File: src/rtl/abce_pkg.sv
// ----------------------------------------------------------------------------
// Age-based cache evictor package
// Types, default sizes and fixed field widths shared by the evictor modules.
// ----------------------------------------------------------------------------
package abce_pkg;

  localparam int DEF_ENTRIES     = 1024;
  localparam int DEF_AGE_BITS    = 16;
  localparam int DEF_LENGTH_BITS = 24;

  localparam int OP_W      = 2;
  localparam int ID_W      = 10;
  localparam int LEN_IN_W  = 24;
  localparam int LIMIT_W   = 35;
  localparam int BYTES_O_W = 34;
  localparam int COUNT_O_W = 11;

  localparam logic [LIMIT_W-1:0] LIMIT_RESET = LIMIT_W'(64'd1024 * 64'd1024 * 64'd1024);

  typedef enum logic [OP_W-1:0] {
    OP_TOUCH = 2'd0,
    OP_BATCH = 2'd1,
    OP_PURGE = 2'd2
  } op_t;

  typedef enum logic [2:0] {
    S_CLEAR,
    S_IDLE,
    S_TOUCH,
    S_AGE,
    S_MAX,
    S_EVICT,
    S_DONE
  } state_t;

  typedef struct packed {
    logic                 load_needed;
    logic [BYTES_O_W-1:0] bytes_in_use;
    logic [COUNT_O_W-1:0] entries_cached;
    logic [COUNT_O_W-1:0] entries_evicted;
  } result_t;

endpackage

File: src/rtl/abce_ctrl.sv
// ----------------------------------------------------------------------------
// Evictor controller
// Sequencer that clears the table after reset, performs touch
// read-modify-writes and sweeps the table for ageing and purging.
// ----------------------------------------------------------------------------
module abce_ctrl import abce_pkg::*; #(
  parameter int ENTRIES     = DEF_ENTRIES,
  parameter int AGE_BITS    = DEF_AGE_BITS,
  parameter int LENGTH_BITS = DEF_LENGTH_BITS,
  localparam int IDX_W      = $clog2(ENTRIES),
  localparam int MEM_W      = AGE_BITS + LENGTH_BITS
) (
  input  logic                clk,
  input  logic                rst,
  input  logic                in_valid,
  output logic                in_ready,
  input  logic [OP_W-1:0]     opcode,
  input  logic [ID_W-1:0]     read_id,
  input  logic [LEN_IN_W-1:0] read_length,
  input  logic [LIMIT_W-1:0]  limit,
  input  logic                out_free,
  output logic                res_valid,
  output result_t             res,
  output logic                rd_en,
  output logic [IDX_W-1:0]    rd_addr,
  input  logic [MEM_W-1:0]    rd_data,
  output logic                wr_en,
  output logic [IDX_W-1:0]    wr_addr,
  output logic [MEM_W-1:0]    wr_data
);

  localparam int PC_W    = $clog2(ENTRIES + 1);
  localparam int BYTES_W = IDX_W + LENGTH_BITS;
  localparam int LIM_CW  = (BYTES_W > LIMIT_W) ? BYTES_W : LIMIT_W;
  localparam int BYT_CW  = (BYTES_W > BYTES_O_W) ? BYTES_W : BYTES_O_W;
  localparam int CNT_CW  = (PC_W > COUNT_O_W) ? PC_W : COUNT_O_W;
  localparam int ID_CW   = (IDX_W + 1 > ID_W) ? IDX_W + 1 : ID_W;

  localparam logic [IDX_W:0]   SWEEP_END = (IDX_W + 1)'(ENTRIES);
  localparam logic [IDX_W-1:0] LAST_IDX  = IDX_W'(ENTRIES - 1);
  localparam logic [AGE_BITS-1:0] AGE_ONE = AGE_BITS'(1);

  state_t                 state, state_next;
  logic [IDX_W:0]         cnt;
  logic                   pend;
  logic [IDX_W-1:0]       wb_addr;
  logic [BYTES_W-1:0]     bytes;
  logic [PC_W-1:0]        count;
  logic [PC_W-1:0]        evicted;
  logic [AGE_BITS-1:0]    tgt_age;
  logic [AGE_BITS-1:0]    run_max;
  logic [IDX_W-1:0]       t_addr;
  logic [LENGTH_BITS-1:0] t_len;

  logic [AGE_BITS-1:0]    rd_age;
  logic [LENGTH_BITS-1:0] rd_len;
  logic                   issuing;
  logic                   sweep_end;
  logic                   over_limit;
  logic [ID_CW-1:0]       id_ext;
  logic                   id_ok;
  logic                   touch_add;
  logic [BYTES_W-1:0]     bytes_res;
  logic [PC_W-1:0]        count_res;
  logic [BYT_CW-1:0]      bytes_ext;
  logic [CNT_CW-1:0]      count_ext;
  logic [CNT_CW-1:0]      evict_ext;

  assign rd_age     = rd_data[MEM_W-1 -: AGE_BITS];
  assign rd_len     = rd_data[LENGTH_BITS-1:0];
  assign issuing    = (cnt != SWEEP_END);
  assign sweep_end  = (cnt == SWEEP_END) && !pend;
  assign over_limit = LIM_CW'(limit) < LIM_CW'(bytes);
  assign id_ext     = ID_CW'(read_id);
  assign id_ok      = id_ext < ID_CW'(ENTRIES);

  // A touch of an absent entry with a non-zero length brings the entry in.
  assign touch_add = (state == S_TOUCH) && (rd_len == '0) && (t_len != '0);
  assign bytes_res = bytes + (touch_add ? BYTES_W'(t_len) : '0);
  assign count_res = count + PC_W'(touch_add);

  // Result fields clamp at the widths of the output ports.
  assign bytes_ext = BYT_CW'(bytes_res);
  assign count_ext = CNT_CW'(count_res);
  assign evict_ext = CNT_CW'(evicted);

  always_comb begin
    res.load_needed     = (state == S_TOUCH) && (rd_len == '0);
    res.bytes_in_use    = (bytes_ext > BYT_CW'({BYTES_O_W{1'b1}})) ? '1 :
                          bytes_ext[BYTES_O_W-1:0];
    res.entries_cached  = (count_ext > CNT_CW'({COUNT_O_W{1'b1}})) ? '1 :
                          count_ext[COUNT_O_W-1:0];
    res.entries_evicted = (evict_ext > CNT_CW'({COUNT_O_W{1'b1}})) ? '1 :
                          evict_ext[COUNT_O_W-1:0];
  end

  always_ff @(posedge clk) begin
    if (rst) begin
      state <= S_CLEAR;
    end else begin
      state <= state_next;
    end
  end

  always_comb begin
    state_next = state;
    in_ready   = 1'b0;
    res_valid  = 1'b0;
    rd_en      = 1'b0;
    rd_addr    = cnt[IDX_W-1:0];
    wr_en      = 1'b0;
    wr_addr    = wb_addr;
    wr_data    = '0;
    unique case (state)
      S_CLEAR: begin
        wr_en   = 1'b1;
        wr_addr = cnt[IDX_W-1:0];
        if (cnt[IDX_W-1:0] == LAST_IDX) begin
          state_next = S_IDLE;
        end
      end
      S_IDLE: begin
        in_ready = 1'b1;
        if (in_valid) begin
          unique case (op_t'(opcode))
            OP_TOUCH: begin
              if (id_ok) begin
                rd_en      = 1'b1;
                rd_addr    = id_ext[IDX_W-1:0];
                state_next = S_TOUCH;
              end else begin
                state_next = S_DONE;
              end
            end
            OP_BATCH: state_next = S_AGE;
            OP_PURGE: state_next = over_limit ? S_MAX : S_DONE;
            default:  state_next = S_DONE;
          endcase
        end
      end
      S_TOUCH: begin
        if (out_free) begin
          res_valid  = 1'b1;
          wr_en      = 1'b1;
          wr_addr    = t_addr;
          wr_data    = {{AGE_BITS{1'b0}}, touch_add ? t_len : rd_len};
          state_next = S_IDLE;
        end
      end
      S_AGE: begin
        rd_en = issuing;
        if (pend) begin
          wr_en   = 1'b1;
          wr_data = {(rd_age == '1) ? rd_age : rd_age + AGE_ONE, rd_len};
        end
        if (sweep_end) begin
          state_next = S_DONE;
        end
      end
      S_MAX: begin
        rd_en = issuing;
        if (sweep_end) begin
          state_next = (run_max > AGE_ONE) ? S_EVICT : S_DONE;
        end
      end
      S_EVICT: begin
        rd_en = issuing;
        if (pend && (rd_age == tgt_age)) begin
          wr_en = 1'b1;
        end
        if (sweep_end && !(over_limit && (run_max > AGE_ONE))) begin
          state_next = S_DONE;
        end
      end
      S_DONE: begin
        if (out_free) begin
          res_valid  = 1'b1;
          state_next = S_IDLE;
        end
      end
      default: state_next = S_IDLE;
    endcase
  end

  // Sweep counter, read pipeline flag and the running totals.
  always_ff @(posedge clk) begin
    if (rst) begin
      cnt   <= '0;
      pend  <= 1'b0;
      bytes <= '0;
      count <= '0;
    end else begin
      pend <= rd_en && (state != S_IDLE);
      if (res_valid) begin
        bytes <= bytes_res;
        count <= count_res;
      end
      if ((state == S_EVICT) && pend && (rd_age == tgt_age) && (rd_len != '0)) begin
        bytes <= bytes - BYTES_W'(rd_len);
        count <= count - PC_W'(1);
      end
      if (state == S_IDLE || sweep_end) begin
        cnt <= '0;
      end else if (state == S_CLEAR || (rd_en && state != S_TOUCH)) begin
        cnt <= cnt + (IDX_W + 1)'(1);
      end
    end
  end

  always_ff @(posedge clk) begin
    wb_addr <= cnt[IDX_W-1:0];
    unique case (state)
      S_IDLE: begin
        if (in_valid) begin
          evicted <= '0;
          run_max <= '0;
          t_addr  <= id_ext[IDX_W-1:0];
          t_len   <= LENGTH_BITS'(read_length);
        end
      end
      S_MAX, S_EVICT: begin
        if (pend) begin
          if ((state == S_EVICT) && (rd_age == tgt_age)) begin
            if (rd_len != '0) begin
              evicted <= evicted + PC_W'(1);
            end
          end else if (rd_age > run_max) begin
            run_max <= rd_age;
          end
        end
        // At the end of a pass the largest age left becomes the next target.
        if (sweep_end) begin
          tgt_age <= run_max;
          run_max <= '0;
        end
      end
      default: ;
    endcase
  end

endmodule

File: config.mk
export PLATFORM = sky130hd
export DESIGN_NAME = abce_ctrl
export DESIGN_NICKNAME = d
export VERILOG_FILES = /design/src/rtl/abce_pkg.sv /design/src/rtl/abce_ctrl.sv
export SDC_FILE = /design/constraint.sdc
export NUM_CORES = 1
export LEC_CHECK = 0
export BUFFER_PORTS_ARGS = -buffer_cell sky130_fd_sc_hd__clkbuf_2
export CAP_MARGIN = 20
export CELL_PAD_IN_SITES_DETAIL_PLACEMENT = 1
export CELL_PAD_IN_SITES_GLOBAL_PLACEMENT = 1
export CORE_AREA = 2 2 173 175
export CTS_CLUSTER_DIAMETER = 100
export DETAILED_ROUTE_END_ITERATION = 7
export DIE_AREA = 0 0 175 177
export PLACE_DENSITY_LB_ADDON = 0.1
export SLEW_MARGIN = 0
export SYNTH_ARGS = -nofsm -noshare
export SYNTH_HDL_FRONTEND = slang
export SYNTH_SLANG_ARGS = --single-unit
File: constraint.sdc
create_clock -name clk -period 8.6 [get_ports clk]
set_input_delay 0.86 -clock clk [delete_from_list [all_inputs] [get_ports clk]]
set_output_delay 0.86 -clock clk [all_outputs]
set_load 0.05 [all_outputs]
Word level (Yosys, flattened, before mapping). Index checks and enable logic that the tools add are counted. Widths: inputs -> output; s select.

Equality and inequality tests: 27. Mux-type cells: 51. Order comparisons: 7. Reductions and logical operators: 32. $add $sub $neg: 7.

Operator list (count): $mux 34 (3); $mux 16 (6); $mux 11 (8); $pmux 40 s2 (1); $mux 24 (3); $mux 10 (5); $reduce_bool 24->1 (2); $mux 40 (1); $lt 35x34->1 (1); $add 34x24->34 (1); $gt 34x34->1 const B (1); $sub 34x24->34 (1); $pmux 16 s2 (1); $logic_not 24->1 (1); $add 11x1->11 const B (2); $gt 11x11->1 const B (2); $pmux 11 s2 (1); $mux 3 (7); $pmux 10 s2 (1); $pmux 3 s6 (1); $add 16x1->16 const B (1); $eq 16x16->1 (1); $eq 16x16->1 const B (1); $gt 16x1->1 const B (1); 33 further kinds (71).

Input port bits: 115. Flip-flop bits (word level): 147.

Longest topological paths before layout. Gate-level depths: netlist of the first run.

Depth after elaboration: 7. Depth in mapped cells: 18. Depth with buffers taken out: 18.

Worst setup path before layout of the first run. OpenSTA, ideal clock, no wires.

Path type: input to output. Start point: input rd_data[0]. End point: output res[52] in the netlist's numbering. Path slack: 2.422 ns. Stages on the path: 16. Arrival: 5.318 ns. Cell sequence: nor4_1 -> and4_1 -> nand3_1 -> nor4_4 -> o21a_1 -> clkbuf_1 -> nand2_1 -> fa_1 -> nand2b_1 -> a21oi_1 -> a21oi_1 -> o21ai_1 -> a41oi_1 -> nor2_1 -> nand2_1 -> xnor2_1.

RTL lines: start, declared (line abce_ctrl.sv:26) `input logic [MEM_W-1:0] rd_data,`; end, declared (line abce_ctrl.sv:23) `output result_t res,`.

==> metrics, run 1 <==
initial antenna violation count=0; Initial DRT Pass Iterations=5; CP required=7.74 ns; Worst path slowest cell=nor4_1; Crit. End Element=primary output; number of global-route vias before repair=11200; GR peak layer=met2; crit-path max FO=19; Primary FF master, synth=edfxtp_1; clock slew at reported path FFs=0.07 ns; GRT met3 Usage=0.0404; RSZ-0062 raised after global routing=false; commonest cells after routing, fill and taps aside=235 x clkbuf_2, 109 x nor2_1, 108 x a21oi_1; max cap viols=0; commonest non-fill, non-tap cell in the layout=clkbuf_2; Mean Syn Cell Area=8.53 sq um; Die H=177 um; Hold-fix buffers, CTS=0; Avg Vias per Cell=5.66; Finished Cell Area=13700 sq um; CTS tree=yes; first-pass GRT wire length=62700 um; clk_skew=0.0258 ns; I/O Pins=236; status=finished clean; layout cells sized above 1=0.202; Setup WS post-layout=1.71 ns; final hold vios=0; CTS Buffer Depth=2; Routed WL per cell=20.8 um; worst-skew pair later-pin latency=0.45 ns; Remaining DRCs=0; CTS Buf Count=17; Die X=175 um; post-synth net total=1573; pre-CTS WS=1.84 ns; hpwl dp=31700 um; Placed Instance Area=13000 sq um; synthesized netlist cell count=1352; RePlAce Congestion=0.900; post-synthesis register bit count=147; final wirelength=40600 um; Final Setup Violations=0; Tot Pwr=1.68 mW; Final Critical Period=6.89 ns; PD cells=123 nW/um^2; number of synthesized flops with an enable pin=77; Tcrit/Tclk final=0.801; die area=31000 sq um; nets=1772; ANT nets after route=0; sequential element share of the synthesized area=0.322; area grow syn2layout=18.3%; setup_tns=0 ns; hold endpoint=wb_addr[1]; GRT Util Overall=0.260; pins over their slew limit=0; r2r endpoint=bytes[26]; H-tree depth=4; r2r setup slk=2.93 ns; CTS sink cnt=147; slew margin rel.=0.308; initial core utilization=0.395; Resize count post-CTS=0; Crit Path Class=primary input to primary output; 1st-iter DRT viols=617; hold slack final=0.433 ns; clk root buf=clkbuf_16; Core ar.=29200 sq um; CP cell instances=clkbuf_2 > nor4_1 > nand3_1 > nor4_4 > o21a_1 > and2_1 > ha_1 > inv_1 > fa_1 > nand2b_1 > a21oi_1 > a21oi_1 > o21ai_1 > a41oi_1 > buf_4 > nor2_1 > nand2_1 > xnor2_1 > clkbuf_2; via count=11100; f_max=0.145 GHz; largest net degree at the start of global routing=51; critical path launch point type=primary input; fraction of registers with async set or reset after synthesis=0; WP data arrival=6.03 ns; Peak VDD IR=103 uV; Yosys cell types=82; worst hold path stage count=0; num rows=63; Hold Startpoint=cnt[1]; met2 usage=0.470; Port Buffers=235; n_diodes=0; # Post-CTS Setup Buffers=0; Slew @ Worst Pin=1.02 ns; worst min path class=flop to flop; filler cell count=3544; R2R cell count=17; Synth Warn #=0; grt ovf=0; Mapped Area=11500 sq um; R2R Path Start=state[1]; worst stage delay on the critical path=0.62 ns; met1 Usage GRT=0.312; leak pwr=5.90 nW
[metal layers]
layer / vias to the layer above / part of all wire
li1: 5313 / -
met1: 5426 / 0.42
met2: 251 / 0.51
met3: 68 / 0.041
met4: 0 / 0.029
met5: - / 0
[where the power goes]
part / switching, mW / internal, mW
Clock: 0.362 / 0.445
Sequential: 0.00345 / 0.735
Combinational: 0.0817 / 0.0553
Total: 0.447 / 1.24
[cells in the mapped netlist (4+ instances only)]
library cell	instances	area share
nor2_1	110	0.036
a21oi_1	108	0.047
ha_1	104	0.11
inv_1	96	0.031
nand2_1	95	0.031
edfxtp_1	77	0.20
dfxtp_1	70	0.12
o21ai_0	69	0.030
xnor2_1	69	0.052
clkbuf_1	57	0.019
xor2_1	43	0.033
and3_1	36	0.020
a21o_1	35	0.023
nand4_1	34	0.018
nand3_1	31	0.013
and2_1	28	0.015
a22o_1	25	0.019
a211oi_1	24	0.016
nor4_1	21	0.011
nand2b_1	19	0.010
nor3_1	17	0.0074
o21a_1	15	0.0098
o22ai_1	15	0.0081
nand3b_1	11	0.0072
o211ai_1	11	0.0072
mux2_2	10	0.0098
nor2b_1	10	0.0054
or3_1	10	0.0054
a22oi_1	7	0.0046
buf_2	6	0.0026
a31oi_1	5	0.0027
mux2i_1	4	0.0035
[flip-flops by register name, indices dropped and copies added, names as in the netlist, 11 cells and up]
| register | cells |
|---|---|
| bytes | 34 |
| t_len | 24 |
| run_max | 16 |
| tgt_age | 16 |
| cnt | 11 |
| count | 11 |
| evict_ext | 11 |
[metrics by stage]
step,utilization,instances
CTS,0.466,1953
detailed placement,0.445,1921
finish,0.467,1954
global placement,0.445,1921
floorplan,-,1352
global route,0.467,1954
[worst max path at each step]
stage	startpoint	endpoint	slack (ns)
after floorplan	rd_data[0]	res[52]	2.42
final	rd_data[15]	res[52]	1.71
after detailed placement	rd_data[23]	res[52]	1.84
after global routing	state[1]	res[52]	1.36
after global placement	rd_data[19]	res[44]	2.08
after CTS	state[1]	res[52]	1.77
[critical path, delay by kind of cell]
kind,cells,cell delay [ns]
XOR/XNOR,1,0.18
buffers and inverters,4,0.67
AO/OA/AOI/OAI,5,1.57
AND/OR/NAND/NOR,7,2.13
adder cells (fa/ha/maj),2,0.59
[layout make-up]
type	count	area, sq um	area share
inverter	97	364	0.0267
clock inverter	14	184	0.0135
clock buffer	18	429	0.0314
sequential	147	3710	0.272
timing repair buffer	248	1290	0.0946
multi-input combinational	1040	7190	0.526
tap	390	488	0.0357
[cells by family (layout without fill, tap and decap cells)]
kind of cell    after synthesis  count (layout)  share of synthesized area
buf+inv                     165             377                     0.0556
flops                       147             147                      0.322
compound gates              365             365                      0.209
simple gates                443             443                      0.199
mux                          14              14                     0.0132
xor+xnor                    112             112                     0.0850
fa+ha+maj                   106             106                      0.116
(Power assumes the default switching activity.)
==> run 2, diff against run 1 <==
--- a/config.mk
+++ b/config.mk
@@ -9,10 +9,10 @@
 export CAP_MARGIN = 20
 export CELL_PAD_IN_SITES_DETAIL_PLACEMENT = 1
 export CELL_PAD_IN_SITES_GLOBAL_PLACEMENT = 1
-export CORE_AREA = 2 2 173 175
+export CORE_AREA = 2 2 178 180
 export CTS_CLUSTER_DIAMETER = 100
 export DETAILED_ROUTE_END_ITERATION = 7
-export DIE_AREA = 0 0 175 177
+export DIE_AREA = 0 0 180 182
 export PLACE_DENSITY_LB_ADDON = 0.1
 export SLEW_MARGIN = 0
 export SYNTH_ARGS = -nofsm -noshare
==> constraint.sdc (replaced) <==
create_clock -name clk -period 6 [get_ports clk]
set_input_delay 0.6 -clock clk [delete_from_list [all_inputs] [get_ports clk]]
set_output_delay 0.6 -clock clk [all_outputs]
set_load 0.05 [all_outputs]
==> run 2 against run 1 <==
  * Final area grew 0.59%
  * Wire length is 1.5% higher
  * First-iteration DRC count decreased by 19%
  * Setup slack worse by 1.4 ns
  * Count of clock-buffer cells in the layout unchanged
  * Sequential share of layout area fell by 0.16 points
  * Non-clock buffer count grew 3
  * Sequential cell count unchanged
  * Die area grew 5.8%
  * Global-route usage fell by 1.2 points
  * Via count fell by 0.73%
  * Critical path type unchanged
==> metrics, run 2 (same netlist as run 1, synthesis figures left out) <==
status=finished clean; CTS tree=yes; Tcrit/Tclk final=0.949; met1 WL=18100 um; Largest regs=bytes (34), t_len (24); CTS Buffer Depth=2; Cell Count, Final, Fillers Out=1971; pre-CTS WS=0.194 ns; area grow syn2layout=19.0%; clk_skew=0.0137 ns; worst min path class=primary input to flop; met2 WL=20400 um; commonest non-fill, non-tap cell in the layout=clkbuf_2; hold slack final=0.322 ns; Placed Cells=1936; first-pass GRT wire length=63100 um; Top Family by Delay on Critical Path=compound AO/OA/AOI/OAI gates; WP data arrival=5.10 ns; num rows=65; Peak VDD IR=213 uV; CP cell instances=clkbuf_2 > nor4_1 > and4_1 > nand3_1 > nor4_4 > o21a_1 > and2_1 > ha_1 > inv_1 > fa_1 > nand2b_1 > a21oi_1 > a21oi_1 > o21ba_2 > o21a_1 > o21ai_0 > a21oi_1 > xnor2_1 > buf_12; largest reg by FF count=bytes; nets=1775; Final Setup Violations=0; Die H=182 um; initial antenna violation count=2; filler cell count=3745; RePlAce Congestion=0.906; CP required=5.40 ns; Routed WL per cell=20.9 um; ANT nets after route=0; Worst path slowest cell=fa_1; met3 WL post-DR=1490 um; Buf/Inv on CP=3; GRT Util Overall=0.248; Initial DRT Pass Iterations=5; commonest cells after routing, fill and taps aside=230 x clkbuf_2, 108 x nor2_1, 108 x a21oi_1; worst-skew pair later-pin latency=0.46 ns; die area=32800 sq um; grt ovf=0; max cap viols=0; number of global-route vias before repair=11000; 1st-iter DRT viols=499; Avg Vias per Cell=5.57; worst stage delay on the critical path=0.39 ns; Crit path top cell by count=a21oi_1; Die X=180 um; Core ar.=31000 sq um; final wirelength=41200 um; initial core utilization=0.372; RSZ-0062 raised after global routing=false; Port Buffers=235; clk root buf=clkbuf_16; Crit. End Element=primary output; clock slew at reported path FFs=0.07 ns; # Post-CTS Setup Buffers=0; max reg flops=34; setup_tns=0 ns; leak pwr=5.91 nW; CTS Buf Count=17; critical path launch point type=primary input; Slew @ Worst Pin=0.994 ns; I/O Pins=236; uppermost layer routed=met4; Final Critical Period=5.70 ns; f_max=0.176 GHz; hpwl dp=32000 um; Setup WS post-layout=0.305 ns; crit-path max FO=7; PD cells=168 nW/um^2; H-tree depth=4; pins over their slew limit=0; largest net degree at the start of global routing=51; CTS sink cnt=147; via count=11000; final hold vios=0; slew margin rel.=0.336; layout cells sized above 1=0.206; Remaining DRCs=0; Crit Path Class=primary input to primary output
==> run 2: cell types whose count changed in the layout (fill, tap and decap cells not counted), moves of 3 or more <==
cell      change
buf_12        +5
buf_4         +3
clkbuf_2      -5
clkinv_4      +4
inv_8         -3
==> run 2: per-layer routing <==
layer / vias to the layer above / track usage
met2: 231 / 0.430
met5: - / 0
met1: 5360 / 0.307
li1: 5324 / -
met3: 62 / 0.0419
met4: 0 / 0.0972
==> run 2: stage by stage <==
stage | power [mW] | area (sq um) | util
after global placement | 1.27 | 13100 | 0.424
after global routing | 2.39 | 13700 | 0.443
after CTS | 2.34 | 13700 | 0.442
final | 2.31 | 13700 | 0.443
after floorplan | 1.19 | 11500 | -
after detailed placement | 1.28 | 13100 | 0.424
==> run 2: area by class of cell <==
cell class	instances	area [sq um]	share of cell area
antenna	2	5.00	0.000364
clock buffer	18	429	0.0312
clock inverter	14	126	0.00920
inverter	97	364	0.0265
multi-input combinational	1040	7210	0.525
sequential	147	3710	0.270
tap	402	503	0.0366
timing repair buffer	251	1390	0.101
==> run 2: repair_timing <==
item | in CTS | in global routing
gates resized for setup | 0 | 3
hold buffers | 0 | 0
endpoints found under the hold margin | 0 | 0
endpoints found under the setup margin | 0 | 9
==> run 2: final timing paths <==
path / startpoint / endpoint / slack [ns] / cells after the start
max: rd_data[11] / res[44] / 0.30 / 19
max reg2reg: state[1] / bytes[22] / 1.44 / 17
min: read_length[7] / t_len[7] / 0.32 / 1
min reg2reg: cnt[6] / wb_addr[6] / 0.44 / 0
==> run 2: report_power, final <==
group | switching (mW) | internal, mW | total, mW
Sequential | 0.00485 | 1.05 | 1.06
Clock | 0.510 | 0.543 | 1.05
Combinational | 0.120 | 0.0799 | 0.200
Total | 0.635 | 1.68 | 2.31
==> run 3, diff against run 2 <==
--- a/config.mk
+++ b/config.mk
@@ -14,6 +14,7 @@
 export DETAILED_ROUTE_END_ITERATION = 7
 export DIE_AREA = 0 0 180 182
 export PLACE_DENSITY_LB_ADDON = 0.1
+export RECOVER_POWER = 25
 export SLEW_MARGIN = 0
 export SYNTH_ARGS = -nofsm -noshare
 export SYNTH_HDL_FRONTEND = slang
==> run 3 against run 2 <==
  * The run now ends with max-capacitance violations, max-slew violations left
  * Non-clock buffer count did not move
  * Cell count did not move
  * Clock skew fell by 0.0029 ns
  * Wire length barely moved
  * Die area did not move
  * Count of clock-buffer cells in the layout did not move
  * Setup slack got worse by 0.037 ns
  * Final area fell by 0.22%
  * Critical path depth did not move
  * Combinational power barely moved
  * Total power fell by 0.11%
  * Sequential power barely moved
  * Critical path type unchanged
  * Critical endpoint unchanged
  * Largest cell class unchanged
==> metrics, run 3 (same netlist as run 1, synthesis figures left out) <==
H-tree depth=4; nets=1775; flip-flop and latch area=3710 sq um; Resize count post-CTS=0; CP Launch Point=rd_data[11]; f_max=0.174 GHz; max reg flops=34; commonest non-fill, non-tap cell in the layout=clkbuf_2; failing checks=max-capacitance violations, max-slew violations; CP cell instances=clkbuf_2 > nor4_1 > and4_1 > nand3_1 > nor4_4 > o21a_1 > and2_1 > ha_1 > inv_1 > fa_1 > nand2b_1 > a21oi_1 > a21oi_1 > o21ba_2 > o21a_1 > o21ai_0 > a21oi_1 > xnor2_1 > buf_12; Worst path slowest cell=fa_1; critical path launch point type=primary input; die area=32800 sq um; WP data arrival=5.13 ns; worst stage delay on the critical path=0.39 ns; Port Buffers=235; layout cells sized above 1=0.193; final wirelength=41300 um; Hold-fix buffers, CTS=0; Setup WS post-layout=0.268 ns; Slew @ Worst Pin=2.08 ns; pre-CTS WS=0.194 ns; Finished Cell Area=13700 sq um; leak pwr=5.85 nW; worst-skew pair later-pin latency=0.46 ns; Final Critical Period=5.73 ns; # Post-CTS Setup Buffers=0; first-pass GRT wire length=63100 um; Crit. End Element=primary output; Initial DRT Pass Iterations=7; via count=11000; clk root buf=clkbuf_16; largest reg by FF count=bytes; Largest regs=bytes (34), t_len (24); pins over their slew limit=35; initial core utilization=0.372; num rows=65; Peak VDD IR=213 uV; worst min path class=primary input to flop; Placed Instance Area=13100 sq um; Tcrit/Tclk final=0.955; CP required=5.40 ns; Core ar.=31000 sq um; 1st-iter DRT viols=478; RSZ-0062 raised after global routing=false; Hold Startpoint=read_length[7]; Placed Cells=1936; grt ovf=0; status=finished, violations left; Buf/Inv on CP=3; clock slew at reported path FFs=0.07 ns; CTS sink cnt=147; max cap viols=1; setup_tns=0 ns; clk_skew=0.0109 ns; RePlAce Congestion=0.906; CTS Buffer Depth=2; Avg Vias per Cell=5.60; final core occ=0.442; crit-path max FO=7; area grow syn2layout=18.8%; Die X=180 um; Top Family by Delay on Critical Path=compound AO/OA/AOI/OAI gates; Routed WL per cell=20.9 um; GRT Util Overall=0.248; Multi-input gate area=7200 sq um; slew margin rel.=-0.388; R2R Path Start=state[1]; PD cells=169 nW/um^2; number of global-route vias before repair=11000; CTS Buf Count=17; Cell Count, Final, Fillers Out=1971; filler cell count=3743; r2r setup slk=1.45 ns; ANT nets after route=0; Tot Pwr=2.31 mW; I/O Pins=236; Final Setup Violations=0; final hold vios=0; hpwl dp=32000 um; commonest cells after routing, fill and taps aside=211 x clkbuf_2, 109 x nor2_1, 108 x a21oi_1; Remaining DRCs=0; Crit Path Class=primary input to primary output; initial antenna violation count=2; Crit path top cell by count=a21oi_1; Die H=182 um; largest net degree at the start of global routing=51; CTS tree=yes; hold slack final=0.322 ns
==> run 3: changes by cell type in the layout (fill, tap and decap cells not counted) <==
cell / before / now
clkbuf_1: 1 / 21
clkbuf_2: 230 / 211
nor2_1: 108 / 109
nor2_2: 3 / 2
buf_4: 15 / 14
==> run 3: per-layer routing <==
metal  global-route usage  share of wire  up-vias
li1                     -              -     5319
met1                0.307           0.43     5386
met2                0.430           0.49      263
met3               0.0419          0.040       61
met4               0.0972          0.032        0
met5                    0              0        -
==> run 3: worst paths after layout <==
check,to,depth (start not counted)
worst max register to register,bytes[22],17
worst max-delay path,res[44],19
worst min register to register,wb_addr[8],0
worst min-delay path,t_len[7],1
==> run 3: power breakdown <==
part	switching [mW]	internal, mW	leakage, nW
clock	0.508	0.543	0.272
combinational	0.120	0.0792	4.28
sequential	0.00484	1.05	1.29
==> run 3: cell type report <==
cell class | count | share of cell area
repair buffers | 251 | 0.0993
multi-input cells | 1040 | 0.526
flip-flops and latches | 147 | 0.271
well taps | 402 | 0.0367
clock inverters | 14 | 0.00922
inverters | 97 | 0.0266
diodes | 2 | 0.000365
clock buffers | 18 | 0.0313
==> run 3: worst register-to-register path: stages, from the launching register on <==
cell and delay [ns]:
dfxtp_1 0.31, buf_4 0.27, inv_1 0.22, nor4_4 0.34, o21a_1 0.30, and2_1 0.17
ha_1 0.18, inv_1 0.06, fa_1 0.39, nand2b_1 0.19, a21oi_1 0.26, a21oi_1 0.20
o21ba_2 0.27, o21a_1 0.21, o21ai_0 0.35, a21oi_1 0.15, xnor2_1 0.38, o221a_2 0.25
